`src/design/msra_pkg.sv`:
```
// Shared types, constants and helpers for the servo ramp unit
`default_nettype none
package msra_pkg;
    localparam int AXES      = 5;
    localparam int NCH       = 5;
    localparam int LIVE_AXES = (AXES < NCH) ? AXES : NCH;
    localparam int ANG_W     = 17;
    localparam int RATE_W    = 18;
    localparam int REG_W     = 13;
    localparam int PW        = 12;
    localparam int IDX_W     = 3;
    localparam int DIV_N     = 30;
    localparam int DIVS_W    = 17;

    localparam logic [IDX_W-1:0] BASE_AXIS    = 3'd0;
    localparam logic [IDX_W-1:0] WRIST_AXIS   = 3'd3;
    localparam logic [IDX_W-1:0] GRIPPER_AXIS = 3'd4;
    localparam logic [IDX_W-1:0] LAST_LIVE    = IDX_W'(LIVE_AXES - 1);
    localparam logic [IDX_W-1:0] LAST_CH      = IDX_W'(NCH - 1);

    localparam logic [DIVS_W-1:0] SPAN_BASE  = 17'd270;
    localparam logic [DIVS_W-1:0] SPAN_OTHER = 17'd180;

    localparam logic [1:0] CMD_TICK    = 2'd0;
    localparam logic [1:0] CMD_SET_ALL = 2'd1;
    localparam logic [1:0] CMD_SET_ONE = 2'd2;

    localparam logic [2:0] REG_STEP     = 3'd0;
    localparam logic [2:0] REG_MANUAL   = 3'd1;
    localparam logic [2:0] REG_TOL      = 3'd2;
    localparam logic [2:0] REG_SPMIN    = 3'd3;
    localparam logic [2:0] REG_SPMAX    = 3'd4;
    localparam logic [2:0] REG_LPMIN    = 3'd5;
    localparam logic [2:0] REG_LPMAX    = 3'd6;

    typedef struct packed {
        logic [1:0]       cmd;
        logic [2:0]       axis;
        logic [ANG_W-1:0] target_0;
        logic [ANG_W-1:0] target_1;
        logic [ANG_W-1:0] target_2;
        logic [ANG_W-1:0] target_3;
        logic [ANG_W-1:0] target_4;
    } in_t;

    typedef struct packed {
        logic [PW-1:0] pulse_0;
        logic [PW-1:0] pulse_1;
        logic [PW-1:0] pulse_2;
        logic [PW-1:0] pulse_3;
        logic [PW-1:0] pulse_4;
        logic          moving;
        logic          arrived;
    } out_t;

    typedef struct packed {
        logic              start;
        logic [DIV_N-1:0]  dividend;
        logic [DIVS_W-1:0] divisor;
    } div_req_t;

    typedef struct packed {
        logic             done;
        logic [DIV_N-1:0] quotient;
    } div_rsp_t;

    typedef enum logic [3:0] {
        ST_IDLE, ST_SCAN, ST_RATE, ST_SET1, ST_MOVE,
        ST_PULSE, ST_DSTART, ST_DWAIT, ST_FIN
    } state_t;

    function automatic logic [RATE_W-1:0] mag18(input logic signed [RATE_W-1:0] v);
        logic [RATE_W-1:0] r;
        r = v[RATE_W-1] ? RATE_W'(-v) : RATE_W'(v);
        return r;
    endfunction
endpackage
`default_nettype wire

```
`src/design/msra_div.sv`:
```
// Bit-serial restoring divider, one quotient bit per cycle
`default_nettype none
module msra_div
    import msra_pkg::*;
(
    input  wire logic     aclk,
    input  wire logic     aresetn,
    input  wire div_req_t req,
    output div_rsp_t      rsp
);
    localparam int CNT_W = $clog2(DIV_N + 1);

    logic [DIV_N-1:0]  dq_reg, dq_next;
    logic [DIVS_W-1:0] rem_reg, rem_next;
    logic [DIVS_W-1:0] dvs_reg, dvs_next;
    logic [CNT_W-1:0]  cnt_reg, cnt_next;
    logic              busy_reg, busy_next;
    logic              done_reg, done_next;
    logic [DIVS_W:0]   rem_sh;
    logic [DIVS_W:0]   rem_sub;

    always_comb begin
        rem_sh    = {rem_reg, dq_reg[DIV_N-1]};
        rem_sub   = rem_sh - {1'b0, dvs_reg};
        dq_next   = dq_reg;
        rem_next  = rem_reg;
        dvs_next  = dvs_reg;
        cnt_next  = cnt_reg;
        busy_next = busy_reg;
        done_next = 1'b0;
        if (req.start) begin
            dq_next   = req.dividend;
            rem_next  = '0;
            dvs_next  = req.divisor;
            cnt_next  = '0;
            busy_next = 1'b1;
        end else if (busy_reg) begin
            if (!rem_sub[DIVS_W]) begin
                rem_next = rem_sub[DIVS_W-1:0];
                dq_next  = {dq_reg[DIV_N-2:0], 1'b1};
            end else begin
                rem_next = rem_sh[DIVS_W-1:0];
                dq_next  = {dq_reg[DIV_N-2:0], 1'b0};
            end
            cnt_next = cnt_reg + 1'b1;
            if (cnt_reg == CNT_W'(DIV_N - 1)) begin
                busy_next = 1'b0;
                done_next = 1'b1;
            end
        end
    end

    always_ff @(posedge aclk) begin
        if (!aresetn) begin
            busy_reg <= 1'b0;
            done_reg <= 1'b0;
            cnt_reg  <= '0;
        end else begin
            busy_reg <= busy_next;
            done_reg <= done_next;
            cnt_reg  <= cnt_next;
        end
        dq_reg  <= dq_next;
        rem_reg <= rem_next;
        dvs_reg <= dvs_next;
    end

    assign rsp.done     = done_reg;
    assign rsp.quotient = dq_reg;
endmodule
`default_nettype wire

```
`src/design/multi_axis_servo_ramp_unit.sv`:
```
// Servo ramp unit: sequencer, axis state and pulse mapping around a serial divider
//
// Takes one command at a time and returns one result per command. Axes are
// handled one per cycle, except where an axis waits on the shared bit-serial
// divider (30 quotient bits): every pulse width goes through it, and so does
// each synchronized rate unless the largest move is zero or below the step.
// A tick runs a move pass and a pulse pass; a set-one command sets one axis
// and runs the pulse pass; a set-all command replaces the move pass with a
// scan pass and a rate pass. A finished result waits in the output register
// while the next command is already being taken.
`default_nettype none
module multi_axis_servo_ramp_unit
    import msra_pkg::*;
(
    input  wire logic             aclk,
    input  wire logic             aresetn,
    input  wire logic             s_valid,
    output logic                  s_ready,
    input  wire in_t              s_data,
    output logic                  m_valid,
    input  wire logic             m_ready,
    output out_t                  m_data,
    input  wire logic             cfg_we,
    input  wire logic [2:0]       cfg_index,
    input  wire logic [REG_W-1:0] cfg_wdata
);
    state_t state_reg, state_next;
    logic [IDX_W-1:0]  idx_reg, idx_next;
    in_t               in_reg, in_next;
    logic [ANG_W-1:0]  maxd_reg, maxd_next;
    logic [DIV_N-1:0]  prod_reg, prod_next;
    logic              neg_reg, neg_next;
    logic              mode_reg, mode_next;
    logic              moving_reg, moving_next;
    logic              arrived_reg, arrived_next;
    logic              m_valid_reg, m_valid_next;
    out_t              m_data_reg, m_data_next;

    logic [REG_W-1:0] step_reg, manual_reg, tol_reg;
    logic [PW-1:0]    spmin_reg, spmax_reg, lpmin_reg, lpmax_reg;

    logic [ANG_W-1:0]         cur_mem [NCH];
    logic [ANG_W-1:0]         tgt_mem [NCH];
    logic signed [RATE_W-1:0] rate_mem [NCH];
    logic [PW-1:0]            pulse_reg [NCH];

    logic                     cur_we, tgt_we, rate_we, pulse_we;
    logic [ANG_W-1:0]         cur_wd, tgt_wd;
    logic signed [RATE_W-1:0] rate_wd;
    logic [PW-1:0]            pulse_wd;

    div_req_t dreq;
    div_rsp_t drsp;

    logic [ANG_W-1:0]         cur, tgt, in_tgt, t1, ang_cl, span256;
    logic signed [RATE_W-1:0] rate, diff, sdiff, kk, qs;
    logic [RATE_W-1:0]        mdiff, msdiff, mrate;
    logic [DIVS_W-1:0]        span;
    logic [PW-1:0]            pmin, pmax, q12;
    logic signed [PW:0]       pdiff;
    logic [PW-1:0]            pmag;
    logic [8:0]               deg;
    logic                     last_adv;

    msra_div u_div (.aclk(aclk), .aresetn(aresetn), .req(dreq), .rsp(drsp));

    always_comb begin
        cur  = cur_mem[idx_reg];
        tgt  = tgt_mem[idx_reg];
        rate = rate_mem[idx_reg];
        unique case (idx_reg)
            3'd0:    in_tgt = in_reg.target_0;
            3'd1:    in_tgt = in_reg.target_1;
            3'd2:    in_tgt = in_reg.target_2;
            3'd3:    in_tgt = in_reg.target_3;
            default: in_tgt = in_reg.target_4;
        endcase
        diff   = $signed({1'b0, tgt}) - $signed({1'b0, cur});
        sdiff  = $signed({1'b0, in_tgt}) - $signed({1'b0, cur});
        mdiff  = mag18(diff);
        msdiff = mag18(sdiff);
        mrate  = mag18(rate);
        t1     = in_reg.target_0;
        kk     = (idx_reg == GRIPPER_AXIS) ? $signed({4'b0, manual_reg, 1'b0})
                                           : $signed({5'b0, manual_reg});
        span   = (idx_reg == BASE_AXIS) ? SPAN_BASE : SPAN_OTHER;
        span256 = ANG_W'({span, 8'b0});
        ang_cl = (cur > span256) ? span256 : cur;
        deg    = ang_cl[16:8];
        if (idx_reg == WRIST_AXIS || idx_reg == GRIPPER_AXIS) begin
            pmin = spmin_reg;
            pmax = spmax_reg;
        end else begin
            pmin = lpmin_reg;
            pmax = lpmax_reg;
        end
        pdiff = $signed({1'b0, pmax}) - $signed({1'b0, pmin});
        pmag  = pdiff[PW] ? PW'(-pdiff) : PW'(pdiff);
        qs    = neg_reg ? -$signed(drsp.quotient[RATE_W-1:0])
                        : $signed(drsp.quotient[RATE_W-1:0]);
        q12   = neg_reg ? PW'(-drsp.quotient[PW-1:0]) : drsp.quotient[PW-1:0];
    end

    always_comb begin
        state_next   = state_reg;
        idx_next     = idx_reg;
        in_next      = in_reg;
        maxd_next    = maxd_reg;
        prod_next    = prod_reg;
        neg_next     = neg_reg;
        mode_next    = mode_reg;
        moving_next  = moving_reg;
        arrived_next = arrived_reg;
        m_data_next  = m_data_reg;
        m_valid_next = m_valid_reg && !m_ready;
        cur_we = 1'b0; tgt_we = 1'b0; rate_we = 1'b0; pulse_we = 1'b0;
        cur_wd = tgt; tgt_wd = in_tgt; rate_wd = diff; pulse_wd = '0;
        dreq.start    = 1'b0;
        dreq.dividend = prod_reg;
        dreq.divisor  = mode_reg ? span : maxd_reg;
        s_ready  = 1'b0;
        last_adv = 1'b0;
        unique case (state_reg)
            ST_IDLE: begin
                s_ready = 1'b1;
                if (s_valid) begin
                    in_next      = s_data;
                    idx_next     = '0;
                    maxd_next    = '0;
                    moving_next  = 1'b0;
                    arrived_next = 1'b1;
                    unique case (s_data.cmd)
                        CMD_TICK:    state_next = ST_MOVE;
                        CMD_SET_ALL: state_next = ST_SCAN;
                        CMD_SET_ONE: begin
                            state_next = ST_SET1;
                            idx_next   = s_data.axis;
                        end
                        default:     state_next = ST_PULSE;
                    endcase
                end
            end
            ST_SCAN: begin
                tgt_we = 1'b1;
                if (msdiff > {1'b0, maxd_reg}) maxd_next = msdiff[ANG_W-1:0];
                if (idx_reg == LAST_LIVE) begin
                    idx_next   = '0;
                    state_next = ST_RATE;
                end else begin
                    idx_next = idx_reg + 1'b1;
                end
            end
            ST_RATE: begin
                if (maxd_reg == '0 || maxd_reg < {4'b0, step_reg}) begin
                    rate_we = 1'b1;
                    if (idx_reg == LAST_LIVE) begin
                        idx_next   = '0;
                        state_next = ST_PULSE;
                    end else begin
                        idx_next = idx_reg + 1'b1;
                    end
                end else begin
                    prod_next  = DIV_N'(mdiff[ANG_W-1:0]) * DIV_N'(step_reg);
                    neg_next   = diff[RATE_W-1];
                    mode_next  = 1'b0;
                    state_next = ST_DSTART;
                end
            end
            ST_SET1: begin
                if (idx_reg <= LAST_LIVE) begin
                    tgt_we  = 1'b1;
                    tgt_wd  = t1;
                    rate_we = 1'b1;
                    rate_wd = (t1 > cur) ? kk : -kk;
                end
                idx_next   = '0;
                state_next = ST_PULSE;
            end
            ST_MOVE: begin
                cur_we = 1'b1;
                if (mdiff > mrate && mrate != '0) begin
                    cur_wd      = ANG_W'($signed({1'b0, cur}) + rate);
                    moving_next = 1'b1;
                end
                if (idx_reg == LAST_LIVE) begin
                    idx_next   = '0;
                    state_next = ST_PULSE;
                end else begin
                    idx_next = idx_reg + 1'b1;
                end
            end
            ST_PULSE: begin
                if (idx_reg > LAST_LIVE) begin
                    pulse_we = 1'b1;
                    last_adv = 1'b1;
                end else begin
                    if (mdiff > {5'b0, tol_reg}) arrived_next = 1'b0;
                    prod_next  = DIV_N'(deg) * DIV_N'(pmag);
                    neg_next   = pdiff[PW];
                    mode_next  = 1'b1;
                    state_next = ST_DSTART;
                end
            end
            ST_DSTART: begin
                dreq.start = 1'b1;
                state_next = ST_DWAIT;
            end
            ST_DWAIT: begin
                if (drsp.done) begin
                    if (!mode_reg) begin
                        rate_we = 1'b1;
                        rate_wd = qs;
                        if (idx_reg == LAST_LIVE) begin
                            idx_next   = '0;
                            state_next = ST_PULSE;
                        end else begin
                            idx_next   = idx_reg + 1'b1;
                            state_next = ST_RATE;
                        end
                    end else begin
                        pulse_we = 1'b1;
                        pulse_wd = pmin + q12;
                        last_adv = 1'b1;
                    end
                end
            end
            ST_FIN: begin
                if (!m_valid_reg || m_ready) begin
                    m_valid_next        = 1'b1;
                    m_data_next.pulse_0 = pulse_reg[0];
                    m_data_next.pulse_1 = pulse_reg[1];
                    m_data_next.pulse_2 = pulse_reg[2];
                    m_data_next.pulse_3 = pulse_reg[3];
                    m_data_next.pulse_4 = pulse_reg[4];
                    m_data_next.moving  = moving_reg;
                    m_data_next.arrived = arrived_reg;
                    state_next          = ST_IDLE;
                end
            end
            default: state_next = ST_IDLE;
        endcase
        if (last_adv) begin
            if (idx_reg == LAST_CH) begin
                idx_next   = '0;
                state_next = ST_FIN;
            end else begin
                idx_next   = idx_reg + 1'b1;
                state_next = ST_PULSE;
            end
        end
    end

    always_ff @(posedge aclk) begin
        if (!aresetn) begin
            state_reg   <= ST_IDLE;
            idx_reg     <= '0;
            m_valid_reg <= 1'b0;
            step_reg    <= 13'd205;
            manual_reg  <= 13'd256;
            tol_reg     <= 13'd128;
            spmin_reg   <= 12'd500;
            spmax_reg   <= 12'd2400;
            lpmin_reg   <= 12'd500;
            lpmax_reg   <= 12'd2500;
            for (int i = 0; i < NCH; i++) begin
                cur_mem[i]  <= '0;
                tgt_mem[i]  <= '0;
                rate_mem[i] <= '0;
            end
        end else begin
            state_reg   <= state_next;
            idx_reg     <= idx_next;
            m_valid_reg <= m_valid_next;
            if (cfg_we) begin
                unique case (cfg_index)
                    REG_STEP:   step_reg   <= cfg_wdata;
                    REG_MANUAL: manual_reg <= cfg_wdata;
                    REG_TOL:    tol_reg    <= cfg_wdata;
                    REG_SPMIN:  spmin_reg  <= cfg_wdata[PW-1:0];
                    REG_SPMAX:  spmax_reg  <= cfg_wdata[PW-1:0];
                    REG_LPMIN:  lpmin_reg  <= cfg_wdata[PW-1:0];
                    REG_LPMAX:  lpmax_reg  <= cfg_wdata[PW-1:0];
                    default: ;
                endcase
            end
            if (cur_we)  cur_mem[idx_reg]  <= cur_wd;
            if (tgt_we)  tgt_mem[idx_reg]  <= tgt_wd;
            if (rate_we) rate_mem[idx_reg] <= rate_wd;
        end
        in_reg      <= in_next;
        maxd_reg    <= maxd_next;
        prod_reg    <= prod_next;
        neg_reg     <= neg_next;
        mode_reg    <= mode_next;
        moving_reg  <= moving_next;
        arrived_reg <= arrived_next;
        m_data_reg  <= m_data_next;
        if (pulse_we) pulse_reg[idx_reg] <= pulse_wd;
    end

    assign m_valid = m_valid_reg;
    assign m_data  = m_data_reg;
endmodule
`default_nettype wire

```
`config.mk`:
```
export PLATFORM = sky130hd
export DESIGN_NAME = multi_axis_servo_ramp_unit
export DESIGN_NICKNAME = d
export VERILOG_FILES = /design/src/design/msra_pkg.sv /design/src/design/msra_div.sv /design/src/design/multi_axis_servo_ramp_unit.sv
export SDC_FILE = /design/constraint.sdc
export NUM_CORES = 2
export LEC_CHECK = 0
export BUFFER_PORTS_ARGS = -buffer_cell sky130_fd_sc_hd__buf_2
export CAP_MARGIN = 20
export CORE_AREA = 2 2 313 315
export DETAILED_ROUTE_END_ITERATION = 10
export DIE_AREA = 0 0 315 317
export GPL_ROUTABILITY_DRIVEN = 1
export GPL_TIMING_DRIVEN = 0
export PLACE_DENSITY = 0.75
export SLEW_MARGIN = 5
export SYNTH_ARGS = -nofsm -noshare
export SYNTH_HDL_FRONTEND = slang
export SYNTH_HIERARCHICAL = 1
export SYNTH_SLANG_ARGS = --single-unit
```
`constraint.sdc`:
```
create_clock -name aclk -period 15.25 [get_ports aclk]
set_clock_uncertainty 0.2 [all_clocks]
set_input_delay 3.05 -clock aclk [delete_from_list [all_inputs] [get_ports aclk]]
set_output_delay 3.05 -clock aclk [all_outputs]
set_load 0.02 [all_outputs]
```
==> impl_results.md <==
* Status: complete, no violations
* Met3 usage at 0.0696
* Pin count of the biggest net entering global routing at 53
* Chip width at 315 um
* Number of synthesized flops with an enable pin at 721
* Die Span Y at 317 um
* Layer with the highest usage: met2
* Drt pass-1 iters at 6
* Congestion Overflow GR at 0
* Met2 Track Usage GR at 0.479
* Top cell type's share of synthesized area at 0.410
* Commonest non-fill, non-tap cell in the layout: edfxtp_1
* Final Util at 0.607
* Final setup fails at 0
* Main combinational cell family by area after synthesis: adder cells
* Tightest Hold Check Type: reg2reg
* CP max stage delay at 710 ps
* Reg2Reg Setup Slack at 330 ps
* Core area at 96300 sq um
* FF-to-FF path depth at 43
* Largest regs: rate_mem x144, cur_mem x136, tgt_mem x136
* Htree depth at 3
* GRT met1 Usage at 0.436
* Post-Synth Simple-Gate Area at 0.130
* Crit path time final at 14920 ps
* Post-synthesis mux area share at 0.0799
* Clock Path Buffers at 3
* First-pass GRT wire length at 233000 um
* Clock insertion delay at the later pin of the skew report at 690 ps
* CP required at 15450 ps
* Startpoint Class: flop
* Initial antenna violation count at 7
* Worst hold path startpoint: pulse_reg[3][9]
* Post-synthesis compound-gate area fraction at 0.0870
* Clock-pin slew on the worst setup and hold paths at 70 ps
* Post-Synth Adder-Cell Area at 0.164
* Synthesized flop and latch total at 843
* Yosys top cell by area: edfxtp_1
* RSZ-0062 raised after global routing: no
* Yosys cell types at 86
* Area growth syn-to-layout at 10.8%
* Worst Hold Depth at 0
* Post-Synth XOR/XNOR Area at 0.0305
* Via count at 39050
* Crit Path Category: reg2reg
* Ys async rst share at 0
* Max reg flops at 144
* Arr. time, crit path at 15120 ps
* Cells after synthesis at 4790
* Register with the most flip-flops: rate_mem
* Period utilization at 0.978
* Final instance area at 58500 sq um
* I/O pins at 175
* Nets at 5734
* Rel. slew slack at 0.111
* Wirelength, routed at 156000 um
* Hold Vio Cnt, Final at 0
* Mapped Area at 52800 sq um
* Crit end category: flop
* Clk root buf: clkbuf_16
* Layout cells sized above 1 at 0.117
* Fmax at 67.0 MHz
* Top FF cell, synth: edfxtp_1
* Die area at 99900 sq um
* DRT antenna net count at 0
* Final setup margin at 332 ps
* Max_cap viols at 0
* Pre-CTS setup slack at 430 ps
* Clock sinks at 843
* Synth area leaders: edfxtp_1, fa_1, ha_1
* CTS tree: yes
* Post-Place Cell Area at 55600 sq um
* Final Slew Violations at 0
* DRC at 0
* # port buffers at 172
* Starting density of the core at 0.548
* Slowest cell on crit path: xnor2_1
* Row cnt at 114
* Net Count, Synth at 5447
* Synthesized area per cell at 11.0 sq um
* DRT iter0 DRCs at 4640
* Num CTS Buffers at 87
* Post-synthesis sequential area ratio at 0.457
* Most frequent cells in the layout: edfxtp_1, nor2_1, inv_1
* Final setup TNS at 0 ps
* Fillers at 7740
* Final Wtd Congestion at 1.00
* Number of global-route vias before repair at 37947
* Synth Warn # at 6
* Hold Path End: m_data[23]
* Via density at 6.08
* Worst-Margin Slew at 1330 ps
* Critical R2R Capture: prod_reg[29]
* Gr usage total at 0.314
* DR WL/cell at 24.2 um
* Crit Path Max Fanout at 11
* DP Wirelength at 119000 um
[Yosys cell counts, drive strengths merged, types with 46 or more instances]
library cell and n:
nand2 512, and2 85, nor2b 75, mux2 77
xnor2 128, a21o 63, clkbuf 139, buf 46
nor2 532, nand2b 49, nor3 62, nand3 93
mux2i 94, fa 242, a21oi 207, inv 513
ha 304, o21ai 128, edfxtp 721, xor2 56
dfxtp 122, mux4 102
[critical path, delay by kind of cell (launching register included)]
family          cells  cell delay [ps]
compound gates     12             3180
xor+xnor            1              710
fa+ha+maj           7             3170
buf+inv            13             5110
flops               1              300
mux                 3              950
simple gates        7              950
[metrics by stage]
step / cells / hold WS [ps]
after floorplan: 4790 / 200
after global placement: 6238 / 201
after detailed placement: 6258 / 205
after CTS: 6417 / 210
after global routing: 6423 / 224
final: 6424 / 215
[metal layers]
metal | vias to the layer above | wire length [um]
met2 | 2244 | 68800
met3 | 400 | 17300
li1 | 17316 | -
met4 | 10 | 6900
met5 | - | 69
met1 | 19080 | 62600
[layout make-up]
cell class | instances | area, sq um | share of cell area
Tap cell | 1276 | 1600 | 0.0273
Inverter | 519 | 1950 | 0.0334
Clock buffer | 116 | 2370 | 0.0405
Sequential cell | 843 | 24100 | 0.412
Buffer | 185 | 808 | 0.0138
Clock inverter | 43 | 462 | 0.00790
Antenna cell | 1 | 2.50 | 0.0000428
Multi-Input combinational cell | 3243 | 26000 | 0.444
Timing Repair Buffer | 198 | 1190 | 0.0203
[how the worst max path moves through the flow]
stage / startpoint / end / slack, ps / depth (start not counted)
CTS: flop / prod_reg[29] / 340 / 43
global placement: flop / prod_reg[29] / 520 / 43
global route: flop / prod_reg[28] / 8 / 43
finish: flop / prod_reg[29] / 330 / 43
detailed placement: flop / prod_reg[29] / 430 / 43
floorplan: flop / prod_reg[29] / 3830 / 44
[cells by family after synthesis]
logic type,count (synthesis)
multiplexers,273
buffers and inverters,704
AO/OA/AOI/OAI,706
AND/OR/NAND/NOR,1534
flip-flops,843
adder cells (fa/ha/maj),546
XOR/XNOR,184
[what timing repair did]
item | CTS | global route
setup endpoints to repair | 0 | 7
setup buffers | 0 | 0
hold buffers | 0 | 0
gates resized for setup | 0 | 10
Power is not shown: default switching activity piles up to over one toggle a cycle in this logic, so the estimate is an artifact.
